==> config.mk <==
export PLATFORM = sky130hd
export DESIGN_NAME = infix_to_postfix_converter
export DESIGN_NICKNAME = d
export VERILOG_FILES = /design/src/rtl/itp_pkg.sv /design/src/rtl/itp_cell.sv /design/src/rtl/itp_stack.sv /design/src/rtl/infix_to_postfix_converter.sv
export VERILOG_INCLUDE_DIRS = /design/src /design/src/rtl
export SDC_FILE = /design/constraint.sdc
export NUM_CORES = 1
export LEC_CHECK = 0
export ABC_AREA = 1
export BUFFER_PORTS_ARGS = -buffer_cell sky130_fd_sc_hd__buf_2
export CAP_MARGIN = 0
export CORE_MARGIN = 3
export CORE_UTILIZATION = 55
export DETAILED_ROUTE_END_ITERATION = 6
export HOLD_SLACK_MARGIN = 0.15
export PLACE_DENSITY = 0.68
export SYNTH_ARGS = -nofsm -noshare
export SYNTH_HDL_FRONTEND = slang
export SYNTH_SLANG_ARGS = --single-unit
export TNS_END_PERCENT = 10
==> constraint.sdc <==
create_clock -name clk -period 59.1 [get_ports clk]
set_clock_uncertainty 0.15 [all_clocks]
set_input_delay 2.955 -clock clk [delete_from_list [all_inputs] [get_ports clk]]
set_output_delay 2.955 -clock clk [all_outputs]
set_load 0.01 [all_outputs]
==> src/rtl/infix_to_postfix_converter_macros.svh <==
// assertion macros for the infix to postfix converter
`ifndef INFIX_TO_POSTFIX_CONVERTER_MACROS_SVH
`define INFIX_TO_POSTFIX_CONVERTER_MACROS_SVH

// same-cycle implication, checked out of reset
`define ITP_ASSERT_NOW(label, ante, cons) \
    label: assert property (@(posedge clk) disable iff (!rst_n) (ante) |-> (cons)) \
        else $error("itp assertion failed");

// next-cycle implication, checked out of reset
`define ITP_ASSERT_NEXT(label, ante, cons) \
    label: assert property (@(posedge clk) disable iff (!rst_n) (ante) |=> (cons)) \
        else $error("itp assertion failed");

`endif

==> src/rtl/itp_pkg.sv <==
// shared types, constants and helper functions of the infix to postfix converter
`timescale 1ns / 1ps

package itp_pkg;

    localparam int STACK_DEPTH = 32;
    localparam int CNT_W       = $clog2(STACK_DEPTH + 1);

    localparam logic [7:0] SYM_PLUS   = 8'h2B;
    localparam logic [7:0] SYM_MINUS  = 8'h2D;
    localparam logic [7:0] SYM_MUL    = 8'h2A;
    localparam logic [7:0] SYM_DIV    = 8'h2F;
    localparam logic [7:0] SYM_POW    = 8'h5E;
    localparam logic [7:0] SYM_LPAREN = 8'h28;
    localparam logic [7:0] SYM_RPAREN = 8'h29;
    localparam logic [7:0] SYM_HASH   = 8'h23;
    localparam logic [7:0] SYM_NUL    = 8'h00;

    localparam logic [1:0] ERR_NONE      = 2'd0;
    localparam logic [1:0] ERR_OVERFLOW  = 2'd1;
    localparam logic [1:0] ERR_UNMATCHED = 2'd2;

    localparam logic [2:0] PREC_LOW = 3'd1;
    localparam logic [2:0] PREC_ADD = 3'd2;
    localparam logic [2:0] PREC_MUL = 3'd3;
    localparam logic [2:0] PREC_POW = 3'd4;

    typedef enum logic [1:0] {
        ST_IDLE,
        ST_WORK,
        ST_FLUSH
    } state_t;

    // command broadcast to every cell of the stack
    typedef struct packed {
        logic       push;
        logic       pop;
        logic [7:0] din;
    } stack_cmd_t;

    function automatic logic is_op(input logic [7:0] c);
        logic r;
        case (c)
            SYM_PLUS, SYM_MINUS, SYM_MUL, SYM_DIV,
            SYM_POW, SYM_LPAREN, SYM_RPAREN, SYM_HASH: r = 1'b1;
            default:                                  r = 1'b0;
        endcase
        return r;
    endfunction

    function automatic logic [2:0] prec_of(input logic [7:0] c);
        logic [2:0] p;
        case (c)
            SYM_POW:           p = PREC_POW;
            SYM_MUL, SYM_DIV:  p = PREC_MUL;
            SYM_PLUS, SYM_MINUS: p = PREC_ADD;
            default:           p = PREC_LOW;
        endcase
        return p;
    endfunction

endpackage

==> src/rtl/itp_cell.sv <==
// one stack entry: takes its upper or lower neighbour's symbol on push or pop
`timescale 1ns / 1ps

module itp_cell
    import itp_pkg::*;
(
    input  logic       clk,
    input  stack_cmd_t cmd,
    input  logic [7:0] from_above,
    input  logic [7:0] from_below,
    output logic [7:0] sym
);

    logic [7:0] sym_reg;
    logic [7:0] sym_next;

    always_comb
    begin
        sym_next = sym_reg;
        if (cmd.push)
        begin
            sym_next = from_above;
        end
        else if (cmd.pop)
        begin
            sym_next = from_below;
        end
    end

    always_ff @(posedge clk)
    begin
        sym_reg <= sym_next;
    end

    assign sym = sym_reg;

endmodule

==> src/rtl/itp_stack.sv <==
// operator stack built as a row of shifting cells, top of stack in cell 0
`timescale 1ns / 1ps

module itp_stack
    import itp_pkg::*;
(
    input  logic       clk,
    input  stack_cmd_t cmd,
    output logic [7:0] top
);

    logic [7:0] cell_sym [STACK_DEPTH];

    for (genvar i = 0; i < STACK_DEPTH; i++)
    begin : g_cell
        logic [7:0] above;
        logic [7:0] below;

        if (i == 0)
        begin : g_first
            assign above = cmd.din;
        end
        else
        begin : g_mid_up
            assign above = cell_sym[i-1];
        end

        if (i == STACK_DEPTH - 1)
        begin : g_last
            assign below = cell_sym[i];
        end
        else
        begin : g_mid_down
            assign below = cell_sym[i+1];
        end

        itp_cell u_cell (
            .clk        (clk),
            .cmd        (cmd),
            .from_above (above),
            .from_below (below),
            .sym        (cell_sym[i])
        );
    end

    assign top = cell_sym[0];

endmodule

==> src/rtl/infix_to_postfix_converter.sv <==
// top level: shunting-yard infix to postfix converter over a shifting cell stack
// flow: an operand item is captured in cur_sym_reg on accept and is then registered into
//   out_sym_reg once the output slot is free; a new item is taken only in idle, after the
//   last one is done; the cell stack does a single pop per cycle, and a pop that emits
//   waits for a free output slot; an end item flushes every entry, then the terminator
// reset: state, fill count, error and output valid clear at once; stack cells keep
//   no reset and are only read below the fill count, so no clearing pass is needed
`timescale 1ns / 1ps

`include "infix_to_postfix_converter_macros.svh"

module infix_to_postfix_converter
    import itp_pkg::*;
(
    input  logic       clk,
    input  logic       rst_n,
    // input items
    input  logic       s_axis_tvalid,
    output logic       s_axis_tready,
    input  logic [7:0] s_axis_tdata,   // [7:0] in_symbol
    input  logic       s_axis_tlast,   // end_of_expr
    // output items
    output logic       m_axis_tvalid,
    input  logic       m_axis_tready,
    output logic [7:0] m_axis_tdata,   // [7:0] out_symbol
    output logic       m_axis_tlast,   // last
    output logic [1:0] m_axis_tuser    // [1:0] status
);

    // control registers
    state_t           state_reg, state_next;
    logic [CNT_W-1:0] cnt_reg, cnt_next;
    logic [1:0]       err_reg, err_next;
    logic             out_valid_reg;

    // captured item and output payload
    logic [7:0] cur_sym_reg;
    logic       cur_eoe_reg;
    logic [7:0] out_sym_reg;
    logic       out_last_reg;
    logic [1:0] out_status_reg;

    // per-cycle decisions
    stack_cmd_t cmd;
    logic [7:0] top;
    logic       in_accept;
    logic       out_free;
    logic       emit;
    logic [7:0] emit_sym;
    logic       emit_last;
    logic       step_done;
    logic       flush_done;
    logic       stack_empty;
    logic       stack_full;

    itp_stack u_stack (
        .clk (clk),
        .cmd (cmd),
        .top (top)
    );

    assign s_axis_tready = (state_reg == ST_IDLE);
    assign in_accept     = s_axis_tvalid && s_axis_tready;
    // output slot is free when empty or being drained this cycle
    assign out_free      = !out_valid_reg || m_axis_tready;
    assign stack_empty   = (cnt_reg == '0);
    assign stack_full    = (cnt_reg >= CNT_W'(STACK_DEPTH));

    // next state
    always_comb
    begin
        state_next = state_reg;
        case (state_reg)
            ST_IDLE:
            begin
                if (in_accept)
                begin
                    state_next = ST_WORK;
                end
            end
            ST_WORK:
            begin
                if (step_done)
                begin
                    state_next = cur_eoe_reg ? ST_FLUSH : ST_IDLE;
                end
            end
            ST_FLUSH:
            begin
                if (flush_done)
                begin
                    state_next = ST_IDLE;
                end
            end
            default: state_next = ST_IDLE;
        endcase
    end

    // outputs: one stack action per cycle, at most one emitted item
    always_comb
    begin
        emit       = 1'b0;
        emit_sym   = cur_sym_reg;
        emit_last  = 1'b0;
        cmd.push   = 1'b0;
        cmd.pop    = 1'b0;
        cmd.din    = cur_sym_reg;
        cnt_next   = cnt_reg;
        err_next   = err_reg;
        step_done  = 1'b0;
        flush_done = 1'b0;
        case (state_reg)
            ST_WORK:
            begin
                if (!is_op(cur_sym_reg))
                begin
                    // operand goes straight out
                    if (out_free)
                    begin
                        emit      = 1'b1;
                        step_done = 1'b1;
                    end
                end
                else if (cur_sym_reg == SYM_LPAREN)
                begin
                    if (stack_full)
                    begin
                        if (err_reg == ERR_NONE)
                        begin
                            err_next = ERR_OVERFLOW;
                        end
                    end
                    else
                    begin
                        cmd.push = 1'b1;
                        cnt_next = cnt_reg + CNT_W'(1);
                    end
                    step_done = 1'b1;
                end
                else if (cur_sym_reg == SYM_RPAREN)
                begin
                    if (!stack_empty && top != SYM_LPAREN)
                    begin
                        if (out_free)
                        begin
                            emit     = 1'b1;
                            emit_sym = top;
                            cmd.pop  = 1'b1;
                            cnt_next = cnt_reg - CNT_W'(1);
                        end
                    end
                    else if (!stack_empty)
                    begin
                        // matching open parenthesis is dropped
                        cmd.pop   = 1'b1;
                        cnt_next  = cnt_reg - CNT_W'(1);
                        step_done = 1'b1;
                    end
                    else
                    begin
                        if (err_reg == ERR_NONE)
                        begin
                            err_next = ERR_UNMATCHED;
                        end
                        step_done = 1'b1;
                    end
                end
                else
                begin
                    if (!stack_empty && prec_of(top) >= prec_of(cur_sym_reg))
                    begin
                        if (out_free)
                        begin
                            emit     = 1'b1;
                            emit_sym = top;
                            cmd.pop  = 1'b1;
                            cnt_next = cnt_reg - CNT_W'(1);
                        end
                    end
                    else
                    begin
                        if (stack_full)
                        begin
                            if (err_reg == ERR_NONE)
                            begin
                                err_next = ERR_OVERFLOW;
                            end
                        end
                        else
                        begin
                            cmd.push = 1'b1;
                            cnt_next = cnt_reg + CNT_W'(1);
                        end
                        step_done = 1'b1;
                    end
                end
            end
            ST_FLUSH:
            begin
                if (out_free)
                begin
                    emit = 1'b1;
                    if (!stack_empty)
                    begin
                        emit_sym = top;
                        cmd.pop  = 1'b1;
                        cnt_next = cnt_reg - CNT_W'(1);
                    end
                    else
                    begin
                        // terminator carries the status, then the error clears
                        emit_sym   = SYM_NUL;
                        emit_last  = 1'b1;
                        err_next   = ERR_NONE;
                        flush_done = 1'b1;
                    end
                end
            end
            default:
            begin
            end
        endcase
    end

    always_ff @(posedge clk or negedge rst_n)
    begin
        if (!rst_n)
        begin
            state_reg     <= ST_IDLE;
            cnt_reg       <= '0;
            err_reg       <= ERR_NONE;
            out_valid_reg <= 1'b0;
        end
        else
        begin
            state_reg <= state_next;
            cnt_reg   <= cnt_next;
            err_reg   <= err_next;
            if (emit)
            begin
                out_valid_reg <= 1'b1;
            end
            else if (m_axis_tready)
            begin
                out_valid_reg <= 1'b0;
            end
        end
    end

    // payload registers
    always_ff @(posedge clk)
    begin
        if (in_accept)
        begin
            cur_sym_reg <= s_axis_tdata;
            cur_eoe_reg <= s_axis_tlast;
        end
        if (emit)
        begin
            out_sym_reg    <= emit_sym;
            out_last_reg   <= emit_last;
            out_status_reg <= err_reg;
        end
    end

    assign m_axis_tvalid = out_valid_reg;
    assign m_axis_tdata  = out_sym_reg;
    assign m_axis_tlast  = out_last_reg;
    assign m_axis_tuser  = out_status_reg;

    // checks
    `ITP_ASSERT_NOW(a_cnt_bound, 1'b1, cnt_reg <= CNT_W'(STACK_DEPTH))
    `ITP_ASSERT_NOW(a_pop_nonempty, cmd.pop, !stack_empty && !cmd.push)
    `ITP_ASSERT_NEXT(a_term_clears_err, emit && emit_last, err_reg == ERR_NONE)
    `ITP_ASSERT_NEXT(a_accept_to_work, in_accept, state_reg == ST_WORK)

endmodule
Word-level counts from Yosys, hierarchy flattened:

Cells that the tools add are included.

* add/sub/neg operators: 2
* magnitude comparators: 2
* reduce and logical (&&, ||, !) cells: 20
* equal/unequal tests: 26
* mux-type cells: 140

Operators with widths (number)
* $mux W8: 70
* $eq A8 B6 Y1 const B: 11
* $mux W6: 9
* $mux W2: 16
* $mux W1: 29
* $mux W3: 8
* $pmux W3 S3: 2
* $eq A8 B7 Y1 const B: 2
* $ne A4 B4 Y1 const B: 4
* $pmux W8 S2: 1
* $pmux W6 S2: 1
* $ne A2 B2 Y1 const B: 5
* $ne A8 B6 Y1 const B: 1
* $reduce_and A8 Y1: 1
* $reduce_or A2 Y1: 4
* $reduce_or A8 Y1: 1
* $add A6 B1 Y6 const B: 1
* $ge A6 B6 Y1 const B: 1
* $logic_not A6 Y1: 1
* $pmux W2 S3: 1
* $reduce_and A3 Y1: 2
* $reduce_bool A2 Y1: 3
* $sub A6 B1 Y6 const B: 1
* $logic_not A2 Y1: 2
* other kinds (9): 13

* logic and storage cells: 231
* register bits: 287
* input port bits: 13
* output and inout bits: 13

Longest topological paths before layout:

Gate-level depths: netlist of run 1.

* word-level depth: 16
* depth in mapped cells: 24
* mapped depth without buffers: 22

Modules after synthesis:

Synthesis of run 1 repeated with hierarchy kept, for this count alone.

* cell total of the unflattened synthesis: 1480
* area, all modules: 13833.3 µm²

Modules (own cells, without submodules)
* itp_cell: area an instance 351.6 µm², seq. area each 240.2 µm², times used 32, cells an instance 35
* infix_to_postfix_converter: area an instance 2582.5 µm², seq. area each 875.8 µm², times used 1, cells an instance 360

Worst setup path before layout of run 1:

No wires, ideal clock.

* path kind: input -> register
* start point: input m_axis_tready
* end point: register u_stack.g_cell[0].u_cell.sym_reg[0], enable pin
* stages: 5
* data arrival time: 20.759 ns
* data required time: 57.750 ns
* setup slack: 36.992 ns
* library setup time: 1.200 ns
* path buffers: 1
* path through: nor2_1 -> clkbuf_1 -> o21ai_0 -> a21oi_1 -> o21ai_0

* cells in the longest elaborated chain, start to end: 8
* elaborated cells between the ends (all ways): 10
* those cells by class: 8 x mux; 2 x reduce/logical

RTL lines
* from (decl): line infix_to_postfix_converter.sv:24 `input logic m_axis_tready,`
* $logic_or A1 B1 Y1 (*): line infix_to_postfix_converter.sv:65 `assign out_free = !out_valid_reg || m_axis_tready;`
* $mux W1: line infix_to_postfix_converter.sv:144, infix_to_postfix_converter.sv:172
* $mux W1 (on tied branches): line infix_to_postfix_converter.sv:170, infix_to_postfix_converter.sv:142
* $mux W1: line infix_to_postfix_converter.sv:140 `else if (cur_sym_reg == SYM_RPAREN)`
* $mux W1: line infix_to_postfix_converter.sv:124 `else if (cur_sym_reg == SYM_LPAREN)`
* $mux W2: line infix_to_postfix_converter.sv:115 `if (!is_op(cur_sym_reg))`
* $pmux W1 S2 (*): line infix_to_postfix_converter.sv:112 `case (state_reg)`
* $reduce_bool A2 Y1 (no line) (*)
* to (signal assigned): line itp_cell.sv:32 `sym_reg <= sym_next;`
* to (decl): line itp_cell.sv:14 `logic [7:0] sym_reg;`

Every way passes the cells marked *; elsewhere a longest branch is shown, timed or not.
A chain may end at the register's enable or synchronous reset.

Final worst setup path of run 1:

* start point: input m_axis_tready
* end point: register u_stack.g_cell[20].u_cell.sym_reg[1], enable pin

* cells in the longest elaborated chain, start to end: 8
* elaborated cells between the ends (all ways): 10
* those cells by class: 8 x mux; 2 x reduce/logical

RTL lines (line)
* $logic_or A1 B1 Y1 (*): infix_to_postfix_converter.sv:65
* $mux W1: infix_to_postfix_converter.sv:144, infix_to_postfix_converter.sv:172
* $mux W1 (on tied branches): infix_to_postfix_converter.sv:170, infix_to_postfix_converter.sv:142
* $mux W1: infix_to_postfix_converter.sv:140
* $mux W1: infix_to_postfix_converter.sv:124
* $mux W2: infix_to_postfix_converter.sv:115
* $pmux W1 S2 (*): infix_to_postfix_converter.sv:112
* $reduce_bool A2 Y1 (no line) (*)
* to (signal assigned): itp_cell.sv:32
* to (decl): itp_cell.sv:14

Marked as above.

==> impl_metrics.env, run 1 <==
export IMPL_outcome="completed"
export IMPL_ys_seq_elements=287
export IMPL_cts_path_max_buffers=3
export IMPL_cp_slowest_cell="buf_4"
export IMPL_max_clock_freq_mhz=152
export IMPL_syn_nets=1385
export IMPL_placementRows=56
export IMPL_critical_path_arrival_ns=6.57
export IMPL_placed_cell_area_sq_um=13400
export IMPL_synth_cell_area_sq_um=13300
export IMPL_die_area_sq_um=26000
export IMPL_finalWirelength_um=22700
export IMPL_die_y_um=161
export IMPL_slew_headroom_pct=29.6
export IMPL_cts_buffers=30
export IMPL_clkLatencyLatePin_ns=0.54
export IMPL_cp_common_cell="buf_4"
export IMPL_final_nets=1383
export IMPL_io_pins=26
export IMPL_via_count=8831
export IMPL_grt_max_degree=146
export IMPL_p_per_area_nw_per_um2=37.8
export IMPL_synthToLayoutAreaGrowth_pct=8.01
export IMPL_synth_warning_count=0
export IMPL_start_kind="input pin"
export IMPL_setup_violations_final=0
export IMPL_io_buffers=25
export IMPL_via_per_inst=5.20
export IMPL_setup_tns_ns=0
export IMPL_required_ns=59.11
export IMPL_final_util_pct=60.8
export IMPL_antenna_left=0
export IMPL_cts_resized=0
export IMPL_post_drt_wl_per_cell_um=13.4
export IMPL_slowest_delay_ns=0.95
export IMPL_synth_cell_types=31
export IMPL_rsz0062_at_grt="no"
export IMPL_finalMaxSlewViolations=0
export IMPL_grt_pass1_vias=8236
export IMPL_cts_setup_buffers=0
export IMPL_overflow=0
export IMPL_period_share_pct=11.1
export IMPL_core_sq_um=23500
export IMPL_crit_fanout=86
export IMPL_worstMarginPinSlew_ns=1.06
export IMPL_ir_worst_vdd_mv=0.0306
export IMPL_hpwl_um=13100
export IMPL_path_clk_slew_ns=0.06
export IMPL_initialDrtViolationCount=795
export IMPL_postSynthAreaPerCell_sq_um=9.72
export IMPL_reg2reg_setup_slack_ns=52.56
export IMPL_drive_above_1_share_pct=6.30
export IMPL_cts_tree="yes"
export IMPL_antenna_found_initial=0
export IMPL_track_usage_pct=17.4
export IMPL_initial_core_util_pct=56.3
export IMPL_die_width_um=161
export IMPL_endpoint_kind="flip-flop"
export IMPL_numClockSinks=287
export IMPL_post_route_drc_count=0
export IMPL_hold_buffers=0
export IMPL_crit_chain="buf_2 > nor2_1 > buf_4 > nand2_1 > nand3_1 > o21ai_0 > a21oi_1 > o21ai_4 > buf_4 > buf_4 > buf_4"
export IMPL_min_period_ns=6.56
export IMPL_htreeDepth=1
export IMPL_synth_seq_area_share_pct=64.6
export IMPL_final_hold_violation_count=0
export IMPL_dr_pass1_iters=6
export IMPL_drv_cap=0
export IMPL_place_congestion=0.877
export IMPL_root_buffer="clkbuf_16"
export IMPL_antenna_cells=0
export IMPL_hp_class="reg -> reg"
export IMPL_hold_ws_ns=0.304
export IMPL_crit_type="in -> reg"
export IMPL_design_area_sq_um=14300
export IMPL_synth_cells=1363
export IMPL_largest_reg_flops=256
export IMPL_leakage_nw=5.94
export IMPL_grt_pass1_wl_um=38700
## worst paths after layout
kind                            cells past startpoint                              from                          endpoint
max in group asynchronous                           1                             rst_n                        cnt_reg[3]
min in group asynchronous                           1                             rst_n                        cnt_reg[1]
worst min-delay path                                0  u_stack.g_cell[30].u_cell.sym[6]  u_stack.g_cell[31].u_cell.sym[6]
worst max-delay path                               11                     m_axis_tready  u_stack.g_cell[20].u_cell.sym[1]
worst max register to register                     20                    cur_sym_reg[3]  u_stack.g_cell[20].u_cell.sym[1]
worst min register to register                      0  u_stack.g_cell[30].u_cell.sym[6]  u_stack.g_cell[31].u_cell.sym[6]
## power by group
group          internal (W)  leakage (nW)  switching, W   total, W
Sequential         0.000260          2.63     0.0000132   0.000273
Clock              0.000103         0.448     0.0000729   0.000176
Combinational     0.0000281          2.87     0.0000633  0.0000914
## layer usage
layer	vias to the layer above	GRT usage (%)	wire (um)
li1	4470	-	-
met1	4203	26.7	11200
met2	132	26.4	10300
met3	26	2.54	866
met4	0	4.30	312
met5	-	0	0
## through the flow
step / total power, W / instances / worst slack [ns]
2_1_floorplan: 0.000364 / 1363 / 36.99
3_3_place_gp: 0.000367 / 1648 / 51.91
3_5_place_dp: 0.000369 / 1648 / 51.95
4_1_cts: 0.000547 / 1699 / 52.51
5_1_grt: 0.000571 / 1699 / 51.97
6_report: 0.000541 / 1699 / 52.54
## kinds of logic (layout without fill, tap and decap cells)
kind of cell	count (synthesis)	in the layout	synth area share, %
and+or+nand+nor	756	756	22.3
DFF	287	287	64.6
AOI/OAI and AO/OA	151	151	5.79
buffers and inverters	151	168	5.84
adders and majority gates	9	9	0.850
xor gates and xnor gates	9	9	0.595
## cell type report
type	count	area, sq um
fillers	2014	9230
clock inverters	15	120
multi-input cells	925	3930
inverters	85	324
clock buffers	36	795
flip-flops and latches	287	8560
repair buffers	32	178
well taps	319	399
## cells in the mapped netlist
cell      number  area share (%)
a21oi_1       31             1.2
a31oi_1        1           0.047
buf_1          1           0.028
buf_12         1            0.15
buf_2         30             1.1
buf_4          2            0.11
buf_6         19             1.6
clkbuf_1      13            0.37
clkinv_1       3           0.085
dfrtp_1       11             2.1
edfxtp_1     276              63
ha_1           9            0.85
inv_1         76             2.2
inv_2          5            0.14
inv_4          1           0.047
nand2_1      660              19
nand2_2        1           0.047
nand3_1       19            0.72
nand3_2        2            0.15
nand4_1       15            0.71
nor2_1        49             1.4
nor2_2         3            0.14
nor2_4         4            0.34
nor3_1         2           0.076
o211ai_1       1           0.057
o21ai_0      108             4.1
o21ai_1        6            0.23
o22ai_1        3            0.14
o32ai_1        1           0.066
or2_2          1           0.047
xor2_1         9            0.59
## placed cells by master (no fill, tap or decap), types with 4 or more instances in the layout
cell	netlist	layout
clkinv_1	3	12
a21oi_1	31	31
nand2_1	660	660
o21ai_1	6	6
buf_4	2	7
nor2_1	49	49
dfrtp_1	11	11
nand3_1	19	19
buf_2	30	25
clkbuf_16	0	31
inv_2	5	5
xor2_1	9	9
nor2_4	4	4
inv_1	76	76
edfxtp_1	276	276
o21ai_0	108	107
clkbuf_1	13	5
ha_1	9	9
nand4_1	15	15
## worst max-delay path: cells and delay by family
family	cells	cell delay, ns
AND/OR/NAND/NOR	3	0.20
buffers and inverters	5	2.94
AO/OA/AOI/OAI	3	0.34
Power figures use the tool's default switching activity.
==> run 2, diff against run 1 <==
==> constraint.sdc (replaced) <==
create_clock -name clk -period 6.6 [get_ports clk]
set_clock_uncertainty 0.15 [all_clocks]
set_input_delay 0.33 -clock clk [delete_from_list [all_inputs] [get_ports clk]]
set_output_delay 0.33 -clock clk [all_outputs]
set_load 0.01 [all_outputs]
==> run 2 against run 1 <==
  * Combinational power increased to 9.1 times the previous value
  * Critical path type is now reg -> reg
  * Design area is 1.4% higher
  * Worst setup slack worse by 51 ns
  * Highest routed layer unchanged
  * Non-clock buffer count grew 13
  * First-iteration DRC count grew 31%
==> impl_metrics.env, run 2 (synthesis results as in run 1) <==
export IMPL_outcome="completed"
export IMPL_crit_type="reg -> reg"
export IMPL_hpwl_um=13200
export IMPL_critical_path_arrival_ns=4.69
export IMPL_endpoint="u_stack.g_cell[28].u_cell.sym[7]"
export IMPL_synthToLayoutAreaGrowth_pct=9.52
export IMPL_slew_headroom_pct=12.7
export IMPL_p_per_area_nw_per_um2=339
export IMPL_post_drt_wl_per_cell_um=13.4
export IMPL_die_y_um=161
export IMPL_min_period_ns=4.67
export IMPL_post_route_drc_count=0
export IMPL_final_common_cell="nand2_1"
export IMPL_layout_common_cells="nand2_1 (660), edfxtp_1 (276), o21ai_0 (107)"
export IMPL_reg2regPathDepth=18
export IMPL_antenna_found_initial=0
export IMPL_cts_buffers=30
export IMPL_swShare_pct=28.0
export IMPL_cts_tree="yes"
export IMPL_period_share_pct=70.8
export IMPL_io_buffers=25
export IMPL_die_width_um=161
export IMPL_core_sq_um=23500
export IMPL_grt_pass1_vias=8293
export IMPL_place_congestion=0.848
export IMPL_max_clock_freq_mhz=214
export IMPL_drive_above_1_share_pct=6.94
export IMPL_cts_path_max_buffers=3
export IMPL_endpoint_kind="flip-flop"
export IMPL_combPwrFrac_pct=16.8
export IMPL_io_pins=26
export IMPL_p_clk_share_pct=33.4
export IMPL_die_area_sq_um=26000
export IMPL_final_hold_violation_count=0
export IMPL_finalMaxSlewViolations=0
export IMPL_placementRows=56
export IMPL_setup_violations_final=0
export IMPL_overflow=0
export IMPL_finalWirelength_um=23000
export IMPL_root_buffer="clkbuf_16"
export IMPL_dp_cells=1649
export IMPL_path_clk_slew_ns=0.06
export IMPL_final_nets=1396
export IMPL_setup_tns_ns=0
export IMPL_dr_pass1_iters=5
export IMPL_p_seq_share_pct=49.8
export IMPL_instances_no_fill=1716
export IMPL_initialDrtViolationCount=1042
export IMPL_regToRegEndpoint="u_stack.g_cell[28].u_cell.sym[7]"
export IMPL_worstMarginPinSlew_ns=1.31
export IMPL_required_ns=6.62
export IMPL_clkLatencyLatePin_ns=0.56
export IMPL_numClockSinks=287
export IMPL_p_switching_w=0.00138
export IMPL_via_count=8833
export IMPL_rsz0062_at_grt="no"
export IMPL_via_per_inst=5.15
export IMPL_ir_worst_vdd_mv=0.255
export IMPL_track_usage_pct=17.8
export IMPL_hp_class="in -> reg"
export IMPL_grt_pass1_wl_um=39600
export IMPL_r2r_start="cur_sym_reg[1]"
export IMPL_reg2reg_setup_slack_ns=1.93
export IMPL_initial_core_util_pct=56.3
export IMPL_antenna_cells=0
export IMPL_htreeDepth=1
export IMPL_drv_cap=0
export IMPL_largest_reg_flops=256
export IMPL_crit_fanout=207
export IMPL_grt_max_degree=208
export IMPL_leakage_nw=6.02
export IMPL_internal_power_w=0.00354
export IMPL_start_kind="flip-flop"
export IMPL_antenna_left=0
export IMPL_crit_start="cur_sym_reg[1]"
[run 2: changes by cell type in the layout (fill, tap and decap cells not counted), moves of 4 or more]
cell	delta
dlygate4sd3_1	+12
clkinv_1	-5
clkinv_2	+5
clkinvlp_4	+4
[run 2: worst min-delay path by stage]
stage / from / endpoint / slack, ns / depth (start not counted)
final: m_axis_tready / m_axis_tvalid / 0.30 / 5
after global routing: m_axis_tready / m_axis_tvalid / 0.31 / 5
after floorplan: rst_n / cnt_reg[0] / -0.12 / 0
after detailed placement: rst_n / cnt_reg[3] / 0.07 / 1
after CTS: m_axis_tready / m_axis_tvalid / 0.27 / 5
after global placement: rst_n / cnt_reg[3] / 0.06 / 1
[run 2: through the flow]
step | setup slack (ns) | util (%) | hold slack (ns) | total power [W] | area [sq um]
2_1_floorplan | 0.127 | - | -0.116 | 0.00310 | 13300
3_3_place_gp | 2.11 | 57.0 | 0.0647 | 0.00329 | 13400
3_5_place_dp | 2.05 | 57.0 | 0.0727 | 0.00331 | 13400
4_1_cts | 2.05 | 61.6 | 0.271 | 0.00497 | 14500
5_1_grt | 1.53 | 61.6 | 0.311 | 0.00519 | 14500
6_report | 1.93 | 61.6 | 0.297 | 0.00492 | 14500
[run 2: repair_timing]
| item | in CTS | in global routing |
|---|---|---|
| endpoints found under the hold margin | 22 | 0 |
| gates resized for setup | 0 | 0 |
| hold buffers | 12 | 0 |
| setup buffers | 0 | 0 |
[run 2: routing by layer]
metal	GRT usage, %	routed length (um)
met3	2.77	884
met1	26.7	11100
met2	28.0	10700
met5	0	0
met4	3.91	359
[run 2: area by class of cell]
class,count,area (sq um)
Clock inverter,20,205
Sequential cell,287,8560
Clock buffer,35,769
Fill cell,2018,9030
Timing Repair Buffer,45,318
Multi-Input combinational cell,925,3930
Tap cell,319,399
Inverter,85,324
[run 2: power groups by stage]
stage	clock network [W]	registers [W]	logic (W)
floorplan	0	0.00249	0.000610
global placement	0	0.00248	0.000815
detailed placement	0	0.00248	0.000830
CTS	0.00169	0.00245	0.000839
global route	0.00177	0.00247	0.000946
finish	0.00164	0.00245	0.000829
[run 2: critical path, stage by stage, from the launching register on]
cell and delay, ns:
edfxtp_1 0.50, inv_2 0.15, nor2_1 0.06, nand2_1 0.08
nand2_1 0.06, nand2_1 0.08, nand2_1 0.08, a31oi_1 0.20
nand2_1 0.07, nand2_1 0.06, ha_1 0.22, nand3_1 0.08
nand3_1 0.13, nand3_1 0.11, nand2_2 0.23, inv_2 0.17
nand3_4 0.35, o21ai_4 0.43, buf_12 0.63
==> run 3, diff against run 2 <==
==> constraint.sdc (replaced) <==
create_clock -name clk -period 4.6 [get_ports clk]
set_clock_uncertainty 0.15 [all_clocks]
set_input_delay 0.23 -clock clk [delete_from_list [all_inputs] [get_ports clk]]
set_output_delay 0.23 -clock clk [all_outputs]
set_load 0.01 [all_outputs]
==> run 3 against run 2 <==
  * Combinational power up 51%
  * Die area unchanged
  * Critical path depth stayed put
  * Total power rose by 41%
  * Core utilization up 0.21 points
  * Largest power group unchanged
  * Flip-flop and latch count stayed put
  * Count of clock-buffer cells in the layout increased by 5
  * Non-clock buffer count rose by 5
  * Sequential power up 43%
  * Wire length is 3.3% higher
  * Cell count rose by 0.35%
  * Via count grew 1.7%
==> impl_metrics.env, run 3 (synthesis results as in run 1) <==
export IMPL_outcome="completed"
export IMPL_start_kind="flip-flop"
export IMPL_die_y_um=161
export IMPL_htreeDepth=1
export IMPL_critical_path_arrival_ns=3.92
export IMPL_root_buffer="clkbuf_16"
export IMPL_setup_tns_ns=0
export IMPL_worstMarginPinSlew_ns=0.692
export IMPL_clkLatencyLatePin_ns=0.55
export IMPL_grt_pass1_vias=8385
export IMPL_fillCellCount=2017
export IMPL_slowest_delay_ns=0.50
export IMPL_ir_worst_vdd_mv=0.296
export IMPL_cts_setup_buffers=0
export IMPL_drv_cap=0
export IMPL_final_nets=1401
export IMPL_leakage_nw=6.05
export IMPL_p_seq_share_pct=50.4
export IMPL_instances_no_fill=1722
export IMPL_cp_slowest_cell="edfxtp_1"
export IMPL_initial_core_util_pct=56.3
export IMPL_min_period_ns=3.87
export IMPL_p_per_area_nw_per_um2=477
export IMPL_placementRows=56
export IMPL_antenna_cells=0
export IMPL_final_common_cell="nand2_1"
export IMPL_period_share_pct=84.2
export IMPL_crit_chain="inv_2 > nor2_1 > nand2_1 > nand2_1 > nand2_1 > nand2_1 > a31oi_1 > nand2_1 > nand2_1 > ha_1 > nand3_1 > nand3_2 > nand3_1 > nand2_2 > inv_2 > nand3_4 > o21ai_4 > buf_12"
export IMPL_cts_tree="yes"
export IMPL_finalMaxSlewViolations=0
export IMPL_crit_type="reg -> reg"
export IMPL_crit_fanout=78
export IMPL_rsz0062_at_grt="no"
export IMPL_final_hold_violation_count=0
export IMPL_via_count=8984
export IMPL_grt_max_degree=131
export IMPL_layout_common_cells="nand2_1 (659), edfxtp_1 (276), o21ai_0 (106)"
export IMPL_path_clk_slew_ns=0.06
export IMPL_finalWirelength_um=23800
export IMPL_p_clk_share_pct=31.7
export IMPL_required_ns=4.65
export IMPL_core_sq_um=23500
export IMPL_numClockSinks=287
export IMPL_synthToLayoutAreaGrowth_pct=9.89
export IMPL_overflow=0
export IMPL_combPwrFrac_pct=18.0
export IMPL_largest_reg_flops=256
export IMPL_setup_violations_final=0
export IMPL_io_buffers=25
export IMPL_initialDrtViolationCount=994
export IMPL_post_drt_wl_per_cell_um=13.8
export IMPL_antenna_left=0
export IMPL_cp_common_cell="nand2_1"
export IMPL_die_area_sq_um=26000
export IMPL_cts_resized=0
export IMPL_slew_headroom_pct=53.7
export IMPL_track_usage_pct=18.1
export IMPL_endpoint_kind="flip-flop"
export IMPL_internal_power_w=0.00496
export IMPL_placed_cell_area_sq_um=13500
export IMPL_hp_class="in -> reg"
export IMPL_die_width_um=161
export IMPL_cts_path_max_buffers=3
export IMPL_hold_buffers=12
export IMPL_io_pins=26
export IMPL_hold_ws_ns=0.188
export IMPL_grt_pass1_wl_um=39900
export IMPL_antenna_found_initial=0
export IMPL_cts_buffers=30
export IMPL_swShare_pct=28.6
export IMPL_post_route_drc_count=0
export IMPL_dp_cells=1654
export IMPL_max_clock_freq_mhz=258
export IMPL_design_area_sq_um=14600
export IMPL_via_per_inst=5.22
export IMPL_place_congestion=0.895
export IMPL_p_switching_w=0.00199
export IMPL_drive_above_1_share_pct=7.20
export IMPL_dr_pass1_iters=5
export IMPL_hpwl_um=13800
## run 3: worst paths after layout
check	from	to	slack [ns]	cells after the start
min reg2reg	u_stack.g_cell[30].u_cell.sym[6]	u_stack.g_cell[31].u_cell.sym[6]	0.30	0
min in group asynchronous	rst_n	state_reg[1]	0.57	3
max	cur_sym_reg[1]	u_stack.g_cell[25].u_cell.sym[0]	0.73	18
max reg2reg	cur_sym_reg[1]	u_stack.g_cell[25].u_cell.sym[0]	0.73	18
max in group asynchronous	rst_n	cnt_reg[0]	3.37	3
min	m_axis_tready	m_axis_tvalid	0.19	5
## run 3: power groups by stage
stage          registers [W]  clock network (W)  logic, W
6_report             0.00350            0.00220   0.00125
3_5_place_dp         0.00355                  0   0.00124
5_1_grt              0.00354            0.00235   0.00142
2_1_floorplan        0.00357                  0  0.000878
4_1_cts              0.00350            0.00226   0.00125
3_3_place_gp         0.00354                  0   0.00121
## run 3: area by class of cell
cell class | count | area (sq um) | share of cell area (%)
clock buffers | 40 | 808 | 5.55
clock inverters | 16 | 86.3 | 0.593
inverters | 85 | 324 | 2.23
multi-input cells | 925 | 3950 | 27.1
flip-flops and latches | 287 | 8560 | 58.8
well taps | 319 | 399 | 2.74
repair buffers | 50 | 430 | 2.96
## run 3: metrics by stage
step,util [%],power (W),setup WS [ns]
final,61.9,0.00694,0.727
after global routing,61.9,0.00731,0.364
after CTS,61.9,0.00701,0.745
after detailed placement,57.5,0.00478,0.782
after global placement,57.5,0.00475,0.824
after floorplan,-,0.00445,-1.84
## run 3: worst max-delay path, delay by kind of cell, from the launching register on
family / cells / cell delay, ns
adders and majority gates: 1 / 0.22
and+or+nand+nor: 12 / 1.26
buffers and inverters: 3 / 0.75
AOI/OAI and AO/OA: 2 / 0.58
DFF: 1 / 0.50
## run 3: layer usage
metal  share of wire, %  wire (um)  vias to the layer above  GRT usage [%]
met5                  0          0                        -              0
met4                2.3        538                        0           5.16
met3                4.1        981                       42           2.44
met2                 46      11000                      193           28.6
met1                 48      11300                     4238           26.9
li1                   -          -                     4511              -
